`config.mk`:
```
export PLATFORM = sky130hd
export DESIGN_NAME = stop_and_wait_frame_transmitter_core
export DESIGN_NICKNAME = d
export VERILOG_FILES = /design/src/rtl/sawft_pkg.sv /design/src/rtl/sawft_ctrl.sv /design/src/rtl/sawft_dp.sv /design/src/rtl/stop_and_wait_frame_transmitter_core.sv
export VERILOG_INCLUDE_DIRS = /design/src /design/src/rtl
export SDC_FILE = /design/constraint.sdc
export NUM_CORES = 1
export LEC_CHECK = 0
export ABC_AREA = 0
export BUFFER_PORTS_ARGS = -buffer_cell sky130_fd_sc_hd__buf_2
export CORE_ASPECT_RATIO = 1.75
export CORE_MARGIN = 2
export CORE_UTILIZATION = 62
export DETAILED_ROUTE_END_ITERATION = 8
export PLACE_DENSITY = 0.91
export SETUP_SLACK_MARGIN = 0.15
export SLEW_MARGIN = 20
export SYNTH_ARGS = -nofsm -noshare
export SYNTH_HDL_FRONTEND = slang
export SYNTH_SLANG_ARGS = --single-unit
```
`constraint.sdc`:
```
create_clock -name aclk -period 5.5 [get_ports aclk]
set_input_delay 0.825 -clock aclk [delete_from_list [all_inputs] [get_ports aclk]]
set_output_delay 0.825 -clock aclk [all_outputs]
set_load 0.02 [all_outputs]
```
`src/rtl/assert_macros.svh`:
```
// Assertion macros shared by the transmitter modules.
// Each macro samples on the rising edge of aclk.
`ifndef ASSERT_MACROS_SVH
`define ASSERT_MACROS_SVH

// Property checked only while the block is out of reset.
`define SAWFT_ASSERT(name, prop, msg) \
    name: assert property (@(posedge aclk) disable iff (!aresetn) prop) else $error(msg);

// Property checked at every edge, reset included.
`define SAWFT_ASSERT_ALWAYS(name, prop, msg) \
    name: assert property (@(posedge aclk) prop) else $error(msg);

`endif

```
`src/rtl/sawft_pkg.sv`:
```
// ----------------------------------------------------------------------------
// sawft_pkg
// Shared constants, codes and controller/datapath interface types of the
// stop-and-wait frame transmitter.
// ----------------------------------------------------------------------------
package sawft_pkg;

    localparam int PAYLOAD_MAX = 32;
    localparam int ADDR_W      = (PAYLOAD_MAX > 1) ? $clog2(PAYLOAD_MAX) : 1;
    localparam int LEN_W       = $clog2(PAYLOAD_MAX + 1);

    // Input actions.
    localparam logic [1:0] ACT_LOAD  = 2'd0;
    localparam logic [1:0] ACT_START = 2'd1;
    localparam logic [1:0] ACT_RSP   = 2'd2;
    localparam logic [1:0] ACT_TICK  = 2'd3;

    // Result events.
    localparam logic [2:0] EV_FIRST    = 3'd0;
    localparam logic [2:0] EV_RESEND   = 3'd1;
    localparam logic [2:0] EV_ACK      = 3'd2;
    localparam logic [2:0] EV_GIVEUP   = 3'd3;
    localparam logic [2:0] EV_OVERFLOW = 3'd4;

    // Configuration register indexes.
    localparam logic [1:0] REG_ADDRESS = 2'd0;
    localparam logic [1:0] REG_TIMEOUT = 2'd1;
    localparam logic [1:0] REG_RETRIES = 2'd2;

    // Frame and response codes.
    localparam logic [7:0] FLAG_BYTE = 8'h7E;
    localparam logic [7:0] CTRL_SEQ0 = 8'h00;
    localparam logic [7:0] CTRL_SEQ1 = 8'h40;
    localparam logic [7:0] RR_SEQ0   = 8'h05;
    localparam logic [7:0] RR_SEQ1   = 8'h85;
    localparam logic [7:0] REJ_SEQ0  = 8'h01;
    localparam logic [7:0] REJ_SEQ1  = 8'h81;

    // Frame byte selection.
    localparam logic [2:0] SEL_FLAG  = 3'd0;
    localparam logic [2:0] SEL_ADDR  = 3'd1;
    localparam logic [2:0] SEL_CTRL  = 3'd2;
    localparam logic [2:0] SEL_HCS   = 3'd3;
    localparam logic [2:0] SEL_DATA  = 3'd4;
    localparam logic [2:0] SEL_CHECK = 3'd5;

    typedef struct packed {
        logic       load;
        logic       ack;
        logic       retry_clr;
        logic       timeout;
        logic       tick_inc;
        logic       frame_start;
        logic       frame_resend;
        logic       ptr_inc;
        logic       out_load;
        logic       out_event;
        logic [2:0] event_code;
        logic [2:0] byte_sel;
        logic       out_last;
    } sawft_cmd_t;

    typedef struct packed {
        logic out_free;
        logic full;
        logic buf_empty;
        logic is_rr;
        logic is_rej;
        logic tick_hit;
        logic give_up;
        logic last_data;
    } sawft_stat_t;

endpackage

```
`src/rtl/sawft_ctrl.sv`:
```
// ----------------------------------------------------------------------------
// sawft_ctrl
// Controller: decodes accepted items and sequences the bytes of a frame.
// ----------------------------------------------------------------------------
`include "assert_macros.svh"

module sawft_ctrl
    import sawft_pkg::*;
(
    input  logic        aclk,
    input  logic        aresetn,
    input  logic        s_valid,
    output logic        s_ready,
    input  logic [1:0]  s_action,
    input  sawft_stat_t stat,
    output sawft_cmd_t  cmd
);

    localparam logic [3:0] ST_IDLE   = 4'd0;
    localparam logic [3:0] ST_WAIT   = 4'd1;
    localparam logic [3:0] ST_F_FLAG = 4'd2;
    localparam logic [3:0] ST_F_ADDR = 4'd3;
    localparam logic [3:0] ST_F_CTRL = 4'd4;
    localparam logic [3:0] ST_F_HCS  = 4'd5;
    localparam logic [3:0] ST_F_DATA = 4'd6;
    localparam logic [3:0] ST_F_CHK  = 4'd7;
    localparam logic [3:0] ST_F_END  = 4'd8;

    logic [3:0] state_reg;
    logic [3:0] state_next;
    logic       accept;

    assign s_ready = ((state_reg == ST_IDLE) || (state_reg == ST_WAIT)) && stat.out_free;
    assign accept  = s_valid && s_ready;

    always_comb begin
        cmd        = '0;
        state_next = state_reg;
        case (state_reg)
            ST_IDLE: begin
                if (accept) begin
                    case (s_action)
                        ACT_LOAD: begin
                            if (stat.full) begin
                                cmd.out_load   = 1'b1;
                                cmd.out_event  = 1'b1;
                                cmd.event_code = EV_OVERFLOW;
                            end else begin
                                cmd.load = 1'b1;
                            end
                        end
                        ACT_START: begin
                            cmd.frame_start = 1'b1;
                            cmd.retry_clr   = 1'b1;
                            state_next      = ST_F_FLAG;
                        end
                        default: ;
                    endcase
                end
            end
            ST_WAIT: begin
                if (accept) begin
                    case (s_action)
                        ACT_RSP: begin
                            if (stat.is_rr) begin
                                cmd.ack        = 1'b1;
                                cmd.out_load   = 1'b1;
                                cmd.out_event  = 1'b1;
                                cmd.event_code = EV_ACK;
                                state_next     = ST_IDLE;
                            end else if (stat.is_rej) begin
                                cmd.frame_start  = 1'b1;
                                cmd.frame_resend = 1'b1;
                                state_next       = ST_F_FLAG;
                            end
                        end
                        ACT_TICK: begin
                            if (stat.tick_hit) begin
                                cmd.timeout = 1'b1;
                                if (stat.give_up) begin
                                    cmd.out_load   = 1'b1;
                                    cmd.out_event  = 1'b1;
                                    cmd.event_code = EV_GIVEUP;
                                    state_next     = ST_IDLE;
                                end else begin
                                    cmd.frame_start  = 1'b1;
                                    cmd.frame_resend = 1'b1;
                                    state_next       = ST_F_FLAG;
                                end
                            end else begin
                                cmd.tick_inc = 1'b1;
                            end
                        end
                        default: ;
                    endcase
                end
            end
            ST_F_FLAG: begin
                if (stat.out_free) begin
                    cmd.out_load = 1'b1;
                    cmd.byte_sel = SEL_FLAG;
                    state_next   = ST_F_ADDR;
                end
            end
            ST_F_ADDR: begin
                if (stat.out_free) begin
                    cmd.out_load = 1'b1;
                    cmd.byte_sel = SEL_ADDR;
                    state_next   = ST_F_CTRL;
                end
            end
            ST_F_CTRL: begin
                if (stat.out_free) begin
                    cmd.out_load = 1'b1;
                    cmd.byte_sel = SEL_CTRL;
                    state_next   = ST_F_HCS;
                end
            end
            ST_F_HCS: begin
                if (stat.out_free) begin
                    cmd.out_load = 1'b1;
                    cmd.byte_sel = SEL_HCS;
                    state_next   = stat.buf_empty ? ST_F_CHK : ST_F_DATA;
                end
            end
            ST_F_DATA: begin
                if (stat.out_free) begin
                    cmd.out_load = 1'b1;
                    cmd.byte_sel = SEL_DATA;
                    cmd.ptr_inc  = 1'b1;
                    if (stat.last_data) begin
                        state_next = ST_F_CHK;
                    end
                end
            end
            ST_F_CHK: begin
                if (stat.out_free) begin
                    cmd.out_load = 1'b1;
                    cmd.byte_sel = SEL_CHECK;
                    state_next   = ST_F_END;
                end
            end
            ST_F_END: begin
                if (stat.out_free) begin
                    cmd.out_load = 1'b1;
                    cmd.byte_sel = SEL_FLAG;
                    cmd.out_last = 1'b1;
                    state_next   = ST_WAIT;
                end
            end
            default: begin
                state_next = ST_IDLE;
            end
        endcase
    end

    always_ff @(posedge aclk) begin
        if (!aresetn) begin
            state_reg <= ST_IDLE;
        end else begin
            state_reg <= state_next;
        end
    end

    `SAWFT_ASSERT(a_start_opens_frame, (accept && (state_reg == ST_IDLE) && (s_action == ACT_START)) |=> (state_reg == ST_F_FLAG), "start in idle did not open a frame")
    `SAWFT_ASSERT(a_end_goes_wait, (state_reg == ST_F_END && stat.out_free) |=> (state_reg == ST_WAIT), "closing flag did not lead to waiting")
    `SAWFT_ASSERT(a_load_only_idle, cmd.load |-> ((state_reg == ST_IDLE) && !stat.full), "payload written outside idle or into a full buffer")

endmodule

```
`src/rtl/sawft_dp.sv`:
```
// ----------------------------------------------------------------------------
// sawft_dp
// Datapath: payload buffer, check byte, sequence, retry and tick counters,
// configuration registers and the result output register.
// ----------------------------------------------------------------------------
`include "assert_macros.svh"

module sawft_dp
    import sawft_pkg::*;
(
    input  logic        aclk,
    input  logic        aresetn,
    input  logic [7:0]  s_data_byte,
    input  logic        cfg_valid,
    output logic        cfg_ready,
    input  logic [1:0]  cfg_index,
    input  logic [15:0] cfg_data,
    output logic        m_valid,
    input  logic        m_ready,
    output logic [7:0]  m_out_byte,
    output logic        m_byte_valid,
    output logic        m_last,
    output logic [2:0]  m_event_res,
    input  sawft_cmd_t  cmd,
    output sawft_stat_t stat
);

    logic [7:0]        mem [PAYLOAD_MAX];
    logic [7:0]        rd_data_reg;
    logic [ADDR_W-1:0] ptr_reg;
    logic [ADDR_W-1:0] ptr_next;
    logic [LEN_W-1:0]  len_reg;
    logic [7:0]        check_reg;
    logic              seq_reg;
    logic [2:0]        retry_reg;
    logic [2:0]        retry_plus;
    logic [15:0]       tick_reg;
    logic [15:0]       tick_plus;
    logic [7:0]        address_reg;
    logic [15:0]       timeout_reg;
    logic [2:0]        max_retries_reg;
    logic [2:0]        ev_reg;
    logic              out_valid_reg;
    logic [7:0]        out_byte_reg;
    logic              out_bvalid_reg;
    logic              out_last_reg;
    logic [2:0]        out_event_reg;
    logic [7:0]        ctrl_byte;
    logic [7:0]        frame_byte;

    assign cfg_ready = 1'b1;

    assign ctrl_byte  = seq_reg ? CTRL_SEQ1 : CTRL_SEQ0;
    assign tick_plus  = tick_reg + 16'd1;
    assign retry_plus = retry_reg + 3'd1;

    assign stat.out_free  = !out_valid_reg || m_ready;
    assign stat.full      = (len_reg == LEN_W'(PAYLOAD_MAX));
    assign stat.buf_empty = (len_reg == '0);
    assign stat.is_rr     = (s_data_byte == (seq_reg ? RR_SEQ0 : RR_SEQ1));
    assign stat.is_rej    = (s_data_byte == (seq_reg ? REJ_SEQ1 : REJ_SEQ0));
    assign stat.tick_hit  = (tick_plus >= timeout_reg);
    assign stat.give_up   = (retry_plus >= max_retries_reg);
    assign stat.last_data = ((LEN_W'(ptr_reg) + LEN_W'(1)) == len_reg);

    always_comb begin
        if (cmd.frame_start) begin
            ptr_next = '0;
        end else if (cmd.ptr_inc) begin
            ptr_next = ptr_reg + ADDR_W'(1);
        end else begin
            ptr_next = ptr_reg;
        end
    end

    always_comb begin
        case (cmd.byte_sel)
            SEL_FLAG:  frame_byte = FLAG_BYTE;
            SEL_ADDR:  frame_byte = address_reg;
            SEL_CTRL:  frame_byte = ctrl_byte;
            SEL_HCS:   frame_byte = address_reg ^ ctrl_byte;
            SEL_DATA:  frame_byte = rd_data_reg;
            SEL_CHECK: frame_byte = check_reg;
            default:   frame_byte = FLAG_BYTE;
        endcase
    end

    // The read port follows the payload pointer, so the byte at the pointer
    // is always ready in rd_data_reg when the frame reaches it.
    always_ff @(posedge aclk) begin
        if (cmd.load) begin
            mem[len_reg[ADDR_W-1:0]] <= s_data_byte;
        end
        rd_data_reg <= mem[ptr_next];
    end

    always_ff @(posedge aclk) begin
        if (cmd.frame_start) begin
            ev_reg <= cmd.frame_resend ? EV_RESEND : EV_FIRST;
        end
        if (cmd.out_load) begin
            if (cmd.out_event) begin
                out_byte_reg   <= 8'h00;
                out_bvalid_reg <= 1'b0;
                out_last_reg   <= 1'b1;
                out_event_reg  <= cmd.event_code;
            end else begin
                out_byte_reg   <= frame_byte;
                out_bvalid_reg <= 1'b1;
                out_last_reg   <= cmd.out_last;
                out_event_reg  <= ev_reg;
            end
        end
    end

    always_ff @(posedge aclk) begin
        if (!aresetn) begin
            ptr_reg         <= '0;
            len_reg         <= '0;
            check_reg       <= 8'h00;
            seq_reg         <= 1'b0;
            retry_reg       <= 3'd0;
            tick_reg        <= 16'd0;
            address_reg     <= 8'd3;
            timeout_reg     <= 16'd3;
            max_retries_reg <= 3'd3;
            out_valid_reg   <= 1'b0;
        end else begin
            ptr_reg <= ptr_next;

            if (cmd.ack) begin
                len_reg   <= '0;
                check_reg <= 8'h00;
                seq_reg   <= ~seq_reg;
            end else if (cmd.load) begin
                len_reg   <= len_reg + LEN_W'(1);
                check_reg <= check_reg ^ s_data_byte;
            end

            if (cmd.ack || cmd.retry_clr) begin
                retry_reg <= 3'd0;
            end else if (cmd.timeout) begin
                retry_reg <= retry_plus;
            end

            if (cmd.ack || cmd.timeout || cmd.frame_start) begin
                tick_reg <= 16'd0;
            end else if (cmd.tick_inc) begin
                tick_reg <= tick_plus;
            end

            if (cfg_valid && cfg_ready) begin
                case (cfg_index)
                    REG_ADDRESS: address_reg     <= cfg_data[7:0];
                    REG_TIMEOUT: timeout_reg     <= cfg_data;
                    REG_RETRIES: max_retries_reg <= cfg_data[2:0];
                    default: ;
                endcase
            end

            if (cmd.out_load) begin
                out_valid_reg <= 1'b1;
            end else if (m_ready) begin
                out_valid_reg <= 1'b0;
            end
        end
    end

    assign m_valid      = out_valid_reg;
    assign m_out_byte   = out_byte_reg;
    assign m_byte_valid = out_bvalid_reg;
    assign m_last       = out_last_reg;
    assign m_event_res  = out_event_reg;

    `SAWFT_ASSERT(a_len_bounded, len_reg <= LEN_W'(PAYLOAD_MAX), "payload length beyond buffer size")
    `SAWFT_ASSERT(a_ack_clears, cmd.ack |=> ((len_reg == '0) && (check_reg == 8'h00)), "acknowledge did not clear the buffer")
    `SAWFT_ASSERT(a_load_grows, cmd.load |=> (len_reg == LEN_W'($past(len_reg) + LEN_W'(1))), "load did not advance the length")

endmodule

```
`src/rtl/stop_and_wait_frame_transmitter_core.sv`:
```
// ----------------------------------------------------------------------------
// stop_and_wait_frame_transmitter_core
// Stop-and-wait frame sender with retransmission on reject and timeout.
// ----------------------------------------------------------------------------
// A load, response or tick beat is accepted whenever the block is idle or
// waiting and the result register is free or being emptied in the same cycle.
// A start, a matching reject or a timeout that resends streams the frame
// through the result register at one byte per cycle while that register is
// free or being emptied, beginning in the flag state entered after the beat
// is taken: flag, address, control, header check, payload bytes, check byte
// and closing flag. No input beat is accepted until the closing flag is in
// that register, and a result stall holds the frame at its current byte.
// Payload bytes are read from a 32-entry buffer with a registered read port
// that follows the frame's payload pointer. Configuration writes are taken in
// any cycle and must only be made while the block is idle.
// ----------------------------------------------------------------------------
module stop_and_wait_frame_transmitter_core
    import sawft_pkg::*;
(
    input  logic        aclk,
    input  logic        aresetn,
    input  logic        s_valid,
    output logic        s_ready,
    input  logic [1:0]  s_action,
    input  logic [7:0]  s_data_byte,
    output logic        m_valid,
    input  logic        m_ready,
    output logic [7:0]  m_out_byte,
    output logic        m_byte_valid,
    output logic        m_last,
    output logic [2:0]  m_event_res,
    input  logic        cfg_valid,
    output logic        cfg_ready,
    input  logic [1:0]  cfg_index,
    input  logic [15:0] cfg_data
);

    sawft_cmd_t  cmd;
    sawft_stat_t stat;

    sawft_ctrl u_ctrl (
        .aclk     (aclk),
        .aresetn  (aresetn),
        .s_valid  (s_valid),
        .s_ready  (s_ready),
        .s_action (s_action),
        .stat     (stat),
        .cmd      (cmd)
    );

    sawft_dp u_dp (
        .aclk         (aclk),
        .aresetn      (aresetn),
        .s_data_byte  (s_data_byte),
        .cfg_valid    (cfg_valid),
        .cfg_ready    (cfg_ready),
        .cfg_index    (cfg_index),
        .cfg_data     (cfg_data),
        .m_valid      (m_valid),
        .m_ready      (m_ready),
        .m_out_byte   (m_out_byte),
        .m_byte_valid (m_byte_valid),
        .m_last       (m_last),
        .m_event_res  (m_event_res),
        .cmd          (cmd),
        .stat         (stat)
    );

endmodule
```
==> impl_metrics.toml, run 1 <==
[run_status]
run_status = "complete, no violations"

[logic_synthesis]
synth-xor-area-share_pct = 3.17
yosysSeqAreaShare_pct = 61.6
synthMostInstantiatedCell = "edfxtp_1"
synthSimpleGateAreaFrac_pct = 13.6
synth_top_cell_by_area = "edfxtp_1"
synth_commonest_cells = "270 x edfxtp_1, 134 x nand2_1, 120 x nor2_1, 79 x dfxtp_1, 59 x a21oi_1"
synth_largest_type_area_fraction_pct = 51.5
netlist_instances = 1320
postSynth.asyncResetShare_pct = 0
synth-edff-count = 270
synth_fp_nets = 1379
mappedNetlistArea_sq_um = 15700
yosysWarningCount = 0
synth_compound_gate_area_share_pct = 12.5
yosys-mux-area-fraction_pct = 3.66
synth_cell_type_count = 93
synth_area_leaders = "edfxtp_1 52%, dfxtp_1 10%, mux2i_1 3.4%"
syn-mean-instance-area_sq_um = 11.9
post_synthesis_register_bit_count = 349
synth_adder_area_share_pct = 2.07
largest_family_of_logic_cells_by_synthesized_area = "simple AND/OR/NAND/NOR gates"
synth_top_flop_cell = "edfxtp_1"

[global_route]
grt_max_degree = 47
grt_pass1_vias = 11400
antenna_found_initial = 0
gr-usage-all-layers_pct = 33.1
gr-total-overflow = 0
wire_length_of_the_first_global_routing_pass_microns = 66700

[floorplanning]
effective_utilization_at_floorplan_pct = 62.6
std_cell_rows = 77
die_area_sq_um = 26700
core_area_sq_um = 25100
die_height_microns = 215
ioPinCount = 49
die_width_microns = 124

[clocking]
path_clk_slew_ns = 0.07
cts_resized = 0
clock_path_buffers = 3
cts_root_cell = "clkbuf_16"
numCtsBuffers = 30
tritoncts_clock_tree = "yes"
worst_skew_pair.late_latency_ns = 0.58
cts.htree.levels = 1
holdBufCountCts = 0
tritoncts_num_sinks = 349
post-cts-setup-buffer-count = 0

[worst_hold_path]
hold_path.class = "flip-flop to flip-flop"
timing.hold.worst_endpoint = "u_dp.timeout_reg[2]"
hp-start = "u_dp.timeout_reg[2]"
min_delay_path_depth = 2

[worst_setup_path]
critPathMaxFanout = 46
critical_path_arrival_ns = 5.37
timing_worst_setup_path_type = "flip-flop to flip-flop"
crit_path_top_delay_cell = "or3_1"
reg2reg_slack_ns = 0.58
crit_chain = "nand4_1 > nor2_1 > nand3_1 > or3_1 > nor2_1 > xor2_1 > ha_1 > nand4_1 > nor3_1 > a211o_1 > o31a_4 > or3_1 > a222oi_1 > a221o_1 > o22ai_1"
worst_setup_path_end_kind = "flip-flop"
ff_to_ff_path_depth = 15
cp.required_ns = 5.95
worst_path_largest_cell_delay_ns = 0.59
startpoint_of_the_most_critical_register_to_register_path = "u_dp.tick_reg[5]"
kind_of_start_point_of_the_critical_path = "flip-flop"
r2r_end = "u_dp.rd_data_reg[6]"

[timing]
timing.max_slew.rel_slack_pct = 29.4
layout_worst_path_cycle_share_pct = 89.5
worst_slew_pin_slew_ns = 1.05
hold_violations = 0
hold-worst-slack_ns = 0.464
setup-violations-final = 0
timing.final.max_slew_violations = 0
setup_total_negative_slack_ns = 0
rsz0062_at_grt = "false"
post_route_skew_ns = 0.0249
final.min_clock_period_ns = 4.92
max_clock_freq_mhz = 203
layout_setup_ws_ns = 0.576

[power_and_ir_drop]
power.switching_mw = 1.37
design_power_total_mw = 5.67
power_per_cell_area_nw_per_um2 = 329
worst_ir_drop_vdd_mv = 0.261
combPwrFrac_pct = 9.5
power.internal_mw = 4.30
power.switching_fraction_pct = 24.2
power.leakage_nw = 6.13
clock_power_share_pct = 37.8
seq_power_share_pct = 52.6

[final_layout]
finalNetCount = 1414
share_of_cells_above_drive_strength_1_pct = 11.8
areaGrowthSynthToFinish_pct = 9.64
largest_register_ffs = 256
utilization_pct = 68.6
final_design_area_no_fill_sq_um = 17200
finalNonFillerCells = 1691
antenna_cells = 0

[placement]
place.port_buffers = 47
dp_slack_ns = 0.688
placed_cells = 1639
placed_area_sq_um = 16300
detailedPlacementHpwl_microns = 31300
gp_routability_congestion = 0.984

[drt]
detail_route.wirelength_microns = 44900
vias_per_cell = 6.76
detailedRoute.firstIterationViolations = 1323
avgRoutedWirePerCell_microns = 26.5
post-route-drc-count = 0
final_antenna_net_count = 0
number_of_iterations_in_the_first_detailed_routing_pass = 6
vias = 11400

[job]
max_cap_viol_count = 0
[routing by layer]
metal  track usage [%]  part of all wire [%]
met5                 0                     0
met4              25.9                   9.3
met3              5.58                   8.0
met2              57.9                    50
met1              35.1                    32
[kinds of logic (layout without fill, tap and decap cells)]
group | Yosys count | count (layout)
fa+ha+maj | 26 | 26
flops | 349 | 349
compound gates | 274 | 274
simple gates | 435 | 435
mux | 56 | 56
xor+xnor | 56 | 56
other cells | 1 | 1
buf+inv | 123 | 178
[power by group through the flow]
stage                     combinational, mW  sequential, mW  clock [mW]
after global placement                0.517            3.03           0
after global routing                  0.578            2.99        2.25
final                                 0.541            2.98        2.14
after detailed placement              0.529            3.04           0
after CTS                             0.532            2.98        2.15
after floorplan                       0.329            3.03           0
[area by class of cell]
class | instances | area, sq um
clock buffers | 33 | 783
clock inverters | 19 | 203
fillers | 1724 | 7900
inverters | 49 | 189
multi-input cells | 848 | 5510
flip-flops and latches | 349 | 9690
well taps | 316 | 395
repair buffers | 77 | 473
[cells in the final DEF (no fill, tap or decap), types with 7 or more instances in the layout]
master	synthesis	layout
o311ai_0	8	8
edfxtp_1	270	270
and3_1	7	7
a21oi_1	59	59
nand3_1	29	28
o2111ai_1	7	7
clkbuf_16	0	31
a211oi_1	9	9
buf_4	8	29
nand4_1	18	18
a221oi_1	33	33
or3_1	18	18
ha_1	26	26
nand2_1	134	134
nor2_1	120	120
dfxtp_1	79	79
nor4_1	11	11
a2111o_1	7	7
buf_2	17	47
a31oi_1	14	14
mux2i_1	53	53
xor2_1	29	29
inv_1	47	47
a22oi_1	10	10
o21ai_0	43	43
xnor2_1	26	26
o211ai_1	16	16
nor3_1	40	40
nand2b_1	7	7
a2111oi_0	7	7
[worst max-delay path: cells and delay by family (launching register included)]
family	cells	cell delay (ns)
fa+ha+maj	1	0.27
flops	1	0.47
simple gates	8	2.12
compound gates	5	1.74
xor+xnor	1	0.17
[how the worst max path moves through the flow]
| stage | from | end | slack [ns] |
|---|---|---|---|
| floorplan | u_dp.tick_reg[5] | u_dp.m_byte_valid | 1.02 |
| global placement | u_dp.tick_reg[5] | u_dp.rd_data_reg[0] | 0.73 |
| detailed placement | u_dp.tick_reg[5] | u_dp.rd_data_reg[3] | 0.69 |
| CTS | u_dp.tick_reg[5] | u_dp.rd_data_reg[7] | 0.56 |
| global route | u_dp.tick_reg[5] | u_dp.rd_data_reg[6] | 0.37 |
| finish | u_dp.tick_reg[5] | u_dp.rd_data_reg[6] | 0.58 |
No activity file was read; power rests on OpenSTA's default activity.
==> run 2: changes to the inputs <==
CAP_MARGIN = 10   (was default)
PLACE_DENSITY = 0.78   (was 0.91)
==> run 2 against run 1 <==
Flip-flop and latch count is the same. Via count shrank 0.52%. Maximum frequency shrank 1.5%. Worst setup slack lost 0.076 ns. Sequential share of layout area is essentially flat. Global-route usage shrank 0.11 points. Largest power group unchanged.
==> impl_metrics.toml, run 2 (same netlist as run 1, synthesis figures left out) <==
[run_status]
run_status = "complete, no violations"

[worst_setup_path]
ff_to_ff_path_depth = 15
kind_of_start_point_of_the_critical_path = "flip-flop"
critical-path-top-cell-by-count = "nand4_1"
r2r_end = "u_dp.rd_data_reg[3]"
worst_path_largest_cell_delay_ns = 0.86
crit_chain = "nand4_1 > nor2_1 > nand3_1 > or3_1 > nor2_1 > xor2_1 > ha_1 > nand4_1 > nor3_1 > a211o_1 > o31ai_4 > buf_4 > nand4_1 > o311ai_0 > o31ai_1"
path_delay_family = "compound AO/OA/AOI/OAI gates"
crit_path_top_delay_cell = "o311ai_0"
startpoint_of_the_most_critical_register_to_register_path = "u_dp.tick_reg[5]"
worst-path-buf-inv = 1
reg2reg_slack_ns = 0.50
timing_worst_setup_path_type = "flip-flop to flip-flop"
worst_setup_path_end_kind = "flip-flop"
critPathMaxFanout = 11
critical_path_arrival_ns = 5.43
cp.required_ns = 5.93

[clocking]
cts_root_cell = "clkbuf_16"
clock_path_buffers = 3
holdBufCountCts = 0
numCtsBuffers = 29
tritoncts_num_sinks = 349
worst_skew_pair.late_latency_ns = 0.58
tritoncts_clock_tree = "yes"
path_clk_slew_ns = 0.07
cts.htree.levels = 1

[global_route]
gr-usage-all-layers_pct = 33.0
grt_pass1_vias = 11200
grt_max_degree = 47
antenna_found_initial = 1
gr-total-overflow = 0
wire_length_of_the_first_global_routing_pass_microns = 66600

[power_and_ir_drop]
power.leakage_nw = 6.13
power_per_cell_area_nw_per_um2 = 330
worst_ir_drop_vdd_mv = 0.283
design_power_total_mw = 5.69

[timing]
max_clock_freq_mhz = 200
worst_slew_pin_slew_ns = 1.06
hold-worst-slack_ns = 0.463
timing.max_slew.rel_slack_pct = 29.3
setup_total_negative_slack_ns = 0
setup-violations-final = 0
final.min_clock_period_ns = 5.00
timing.final.max_slew_violations = 0
hold_violations = 0
layout_worst_path_cycle_share_pct = 90.9
post_route_skew_ns = 0.0238
rsz0062_at_grt = "false"

[worst_hold_path]
hold_path.class = "flip-flop to flip-flop"
min_delay_path_depth = 2
hp-start = "u_dp.timeout_reg[9]"
timing.hold.worst_endpoint = "u_dp.timeout_reg[9]"

[final_layout]
final_common_cell = "edfxtp_1"
largest_register_ffs = 256
antenna_cells = 0
filler_cell_count = 1818
most_frequent_cells_in_the_layout = "270 x edfxtp_1, 134 x nand2_1, 120 x nor2_1"
total_area_of_multi_input_combinational_cells_sq_um = 5510
seq_area_sq_um = 9690
share_of_cells_above_drive_strength_1_pct = 11.9
finalNetCount = 1411
areaGrowthSynthToFinish_pct = 9.71

[drt]
detail_route.wirelength_microns = 44700
post-route-drc-count = 0
avgRoutedWirePerCell_microns = 26.4
number_of_iterations_in_the_first_detailed_routing_pass = 6
vias_per_cell = 6.72
final_antenna_net_count = 0
vias = 11400
detailedRoute.firstIterationViolations = 1224

[floorplanning]
die_height_microns = 215
std_cell_rows = 77
ioPinCount = 49
effective_utilization_at_floorplan_pct = 62.6
core_area_sq_um = 25100
die_width_microns = 124
die_area_sq_um = 26700

[job]
max_cap_viol_count = 0

[placement]
detailedPlacementHpwl_microns = 30800
place.port_buffers = 47
gp_routability_congestion = 0.970
==> run 2: cell types whose count changed in the layout (fill, tap and decap cells not counted) <==
cell        before  now
clkinv_1         6    4
clkinvlp_2       1    0
inv_6            1    2
clkinv_2         4    6
buf_4           29   27
clkbuf_8         0    2
clkinv_4         4    2
bufinv_16        4    3
clkinvlp_4       0    2
clkbuf_16       31   32
==> run 2: power by group <==
| group | total, mW | internal, mW | switching, mW |
|---|---|---|---|
| Clock | 2.18 | 1.22 | 0.951 |
| Combinational | 0.539 | 0.174 | 0.365 |
| Sequential | 2.98 | 2.91 | 0.0683 |
| Total | 5.69 | 4.31 | 1.38 |
==> run 2: cell type report <==
type | instances | area share [%]
inverters | 49 | 1.09
multi-input cells | 848 | 31.9
clock inverters | 18 | 1.02
clock buffers | 36 | 4.84
well taps | 316 | 2.29
flip-flops and latches | 349 | 56.1
repair buffers | 75 | 2.65
==> run 2: through the flow <==
step	area, sq um	cells	utilization, %	worst slack (ns)
detailed placement	16200	1637	64.6	0.616
floorplan	15700	1320	-	1.02
global placement	16200	1637	64.6	0.745
global route	17300	1691	68.6	0.124
CTS	17300	1691	68.6	0.577
finish	17300	1691	68.6	0.500
==> run 2: layer usage <==
metal	wire length (microns)	GRT usage [%]	vias to the layer above
met1	15100	36.8	5509
met3	3040	4.41	196
met4	3520	21.9	2
met5	7	0	-
met2	23000	58.6	627
li1	-	-	5031
==> run 2: repair_timing <==
| action | CTS | global route |
|---|---|---|
| setup buffers | 0 | 0 |
| setup endpoints to repair | 0 | 1 |
| resized for setup | 0 | 1 |
==> run 2: tightest hold or removal path: cells and delay by family (launching register included) <==
| kind | cells | cell delay (ns) |
|---|---|---|
| AOI/OAI and AO/OA | 1 | 0.05 |
| DFF | 1 | 0.31 |
| and+or+nand+nor | 1 | 0.05 |
==> run 2: worst max-delay path by stage <==
stage / from / endpoint / slack [ns] / depth (start not counted)
global route: u_dp.tick_reg[5] / u_dp.rd_data_reg[3] / 0.12 / 15
floorplan: u_dp.tick_reg[5] / u_dp.m_byte_valid / 1.02 / 17
detailed placement: u_dp.tick_reg[5] / u_dp.rd_data_reg[2] / 0.62 / 15
finish: u_dp.tick_reg[5] / u_dp.rd_data_reg[3] / 0.50 / 15
CTS: u_dp.tick_reg[5] / u_dp.rd_data_reg[3] / 0.58 / 15
global placement: u_dp.tick_reg[5] / u_dp.rd_data_reg[3] / 0.75 / 15
==> run 3: changes to the inputs <==
clock period = 4.6 ns   (was 5.5 ns; I/O delays follow)
==> run 3 against run 2 <==
Clock power is 22% higher. Power is 21% higher. Worst hold slack worse by 0.11 ns. Worst setup slack worse by 0.23 ns. Sequential share of layout area is 0.98 points lower. Utilization is 1.3 points higher. Clock skew is 0.012 ns lower. Count of clock-buffer cells in the layout is 5 higher. Maximum frequency is 15% higher.
==> impl_metrics.toml, run 3 (same netlist as run 1, synthesis figures left out) <==
[worst_setup_path]
worst_path_largest_cell_delay_ns = 0.50
worst_setup_path_end_kind = "flip-flop"
cp.required_ns = 5.06
crit_path_top_delay_cell = "nor3_2"
timing_worst_setup_path_type = "flip-flop to flip-flop"
worst_setup_path_startpoint = "u_dp.tick_reg[7]"
crit_chain = "nand4_1 > nor2_2 > nand3_2 > or3_4 > nor2_1 > xor2_1 > ha_1 > nand4_1 > nor3_1 > a211o_2 > o31a_4 > nor3_2 > o21ai_0 > a221oi_1 > o22ai_1"
kind_of_start_point_of_the_critical_path = "flip-flop"
critPathMaxFanout = 9
startpoint_of_the_most_critical_register_to_register_path = "u_dp.tick_reg[7]"
critical_path_arrival_ns = 4.79
critical-path-top-cell-by-count = "nand4_1"

[timing]
setup_total_negative_slack_ns = 0
layout_worst_path_cycle_share_pct = 94.2
hold_violations = 0
max_clock_freq_mhz = 231
post_route_skew_ns = 0.0122
rsz0062_at_grt = "false"
setup-violations-final = 0
layout_setup_ws_ns = 0.268
timing.final.max_slew_violations = 0
worst_slew_pin_slew_ns = 1.05
timing.max_slew.rel_slack_pct = 29.9
final.min_clock_period_ns = 4.33

[floorplanning]
effective_utilization_at_floorplan_pct = 62.6
die_area_sq_um = 26700
std_cell_rows = 77
ioPinCount = 49
die_width_microns = 124
core_area_sq_um = 25100
die_height_microns = 215

[worst_hold_path]
hp-start = "cfg_data[15]"
hold_path.class = "primary input to flip-flop"

[final_layout]
antenna_cells = 0
largest_register_ffs = 256
most_frequent_cells_in_the_layout = "270 x edfxtp_1, 134 x nand2_1, 119 x nor2_1"
share_of_cells_above_drive_strength_1_pct = 14.8
finalNetCount = 1442
areaGrowthSynthToFinish_pct = 11.7
final_common_cell = "edfxtp_1"
finalNonFillerCells = 1723

[drt]
final_antenna_net_count = 0
detailedRoute.firstIterationViolations = 1319
number_of_iterations_in_the_first_detailed_routing_pass = 8
post-route-drc-count = 0
detail_route.wirelength_microns = 43500
vias = 11500
vias_per_cell = 6.68
avgRoutedWirePerCell_microns = 25.3

[placement]
detailedPlacementHpwl_microns = 30300
place.port_buffers = 47
gp_routability_congestion = 1.02
dp_slack_ns = 0.0457
placed_cells = 1655

[clocking]
holdBufCountCts = 0
numCtsBuffers = 30
cts_root_cell = "clkbuf_16"
cts.htree.levels = 1
path_clk_slew_ns = 0.07
tritoncts_clock_tree = "yes"
worst_skew_pair.late_latency_ns = 0.58
tritoncts_num_sinks = 349
clock_path_buffers = 3

[power_and_ir_drop]
power_per_cell_area_nw_per_um2 = 393
worst_ir_drop_vdd_mv = 0.279
design_power_total_mw = 6.91
power.leakage_nw = 6.30

[global_route]
antenna_found_initial = 0
wire_length_of_the_first_global_routing_pass_microns = 65400
grt_pass1_vias = 11500
gr-total-overflow = 0
grt_max_degree = 36
gr-usage-all-layers_pct = 32.0

[job]
max_cap_viol_count = 0

[run_status]
run_status = "complete, no violations"
==> run 3: changes by cell type in the layout (fill, tap and decap cells not counted), moves of 3 or more <==
cell and change:
a2111oi_0 -3, dfxtp_2 +4, or3_1 -3, dfxtp_1 -4, or3_4 +3, buf_4 +27, clkbuf_8 +5
==> run 3: worst max-delay path, delay by kind of cell, from the launching register on <==
family | cells | cell delay (ns)
AO/OA/AOI/OAI | 5 | 1.52
XOR/XNOR | 1 | 0.16
adder cells (fa/ha/maj) | 1 | 0.27
flip-flops | 1 | 0.37
AND/OR/NAND/NOR | 8 | 1.86
==> run 3: area by class of cell <==
cell class | instances | area (sq um)
flip-flops and latches | 349 | 9690
fillers | 1730 | 7570
multi-input cells | 850 | 5570
clock buffers | 41 | 883
repair buffers | 103 | 672
well taps | 316 | 395
inverters | 49 | 191
clock inverters | 15 | 170
==> run 3: path summary, 6_finish.rpt <==
path	end	slack, ns	depth (start not counted)
max	u_dp.rd_data_reg[4]	0.27	15
min	u_dp.timeout_reg[15]	0.35	3
max reg2reg	u_dp.rd_data_reg[4]	0.27	15
min reg2reg	u_dp.timeout_reg[7]	0.45	2
==> run 3: routing by layer <==
metal	up-vias	global-route usage (%)	share of wire, %
met5	-	0	0
li1	5099	-	-
met1	5428	33.9	32
met3	229	5.05	7.9
met2	747	56.8	51
met4	0	23.7	9.0
==> run 3: per-stage QoR <==
stage / instance area (sq um) / util, % / hold WS, ns
CTS: 17400 / 69.3 / 0.334
global route: 17600 / 69.9 / 0.377
floorplan: 15700 / - / 0.436
global placement: 16400 / 65.1 / 0.445
detailed placement: 16400 / 65.1 / 0.448
finish: 17600 / 69.9 / 0.352
==> run 3: report_power, final <==
part / internal (mW) / leakage [nW] / switching [mW]
sequential: 3.48 / 3.06 / 0.0799
combinational: 0.234 / 2.72 / 0.452
clock: 1.52 / 0.523 / 1.14
==> run 3: timing repair <==
action	CTS	global route
pin swaps	1	11
gates cloned	0	2
setup buffers	0	10
endpoints found under the setup margin	35	40
gates resized for setup	3	15
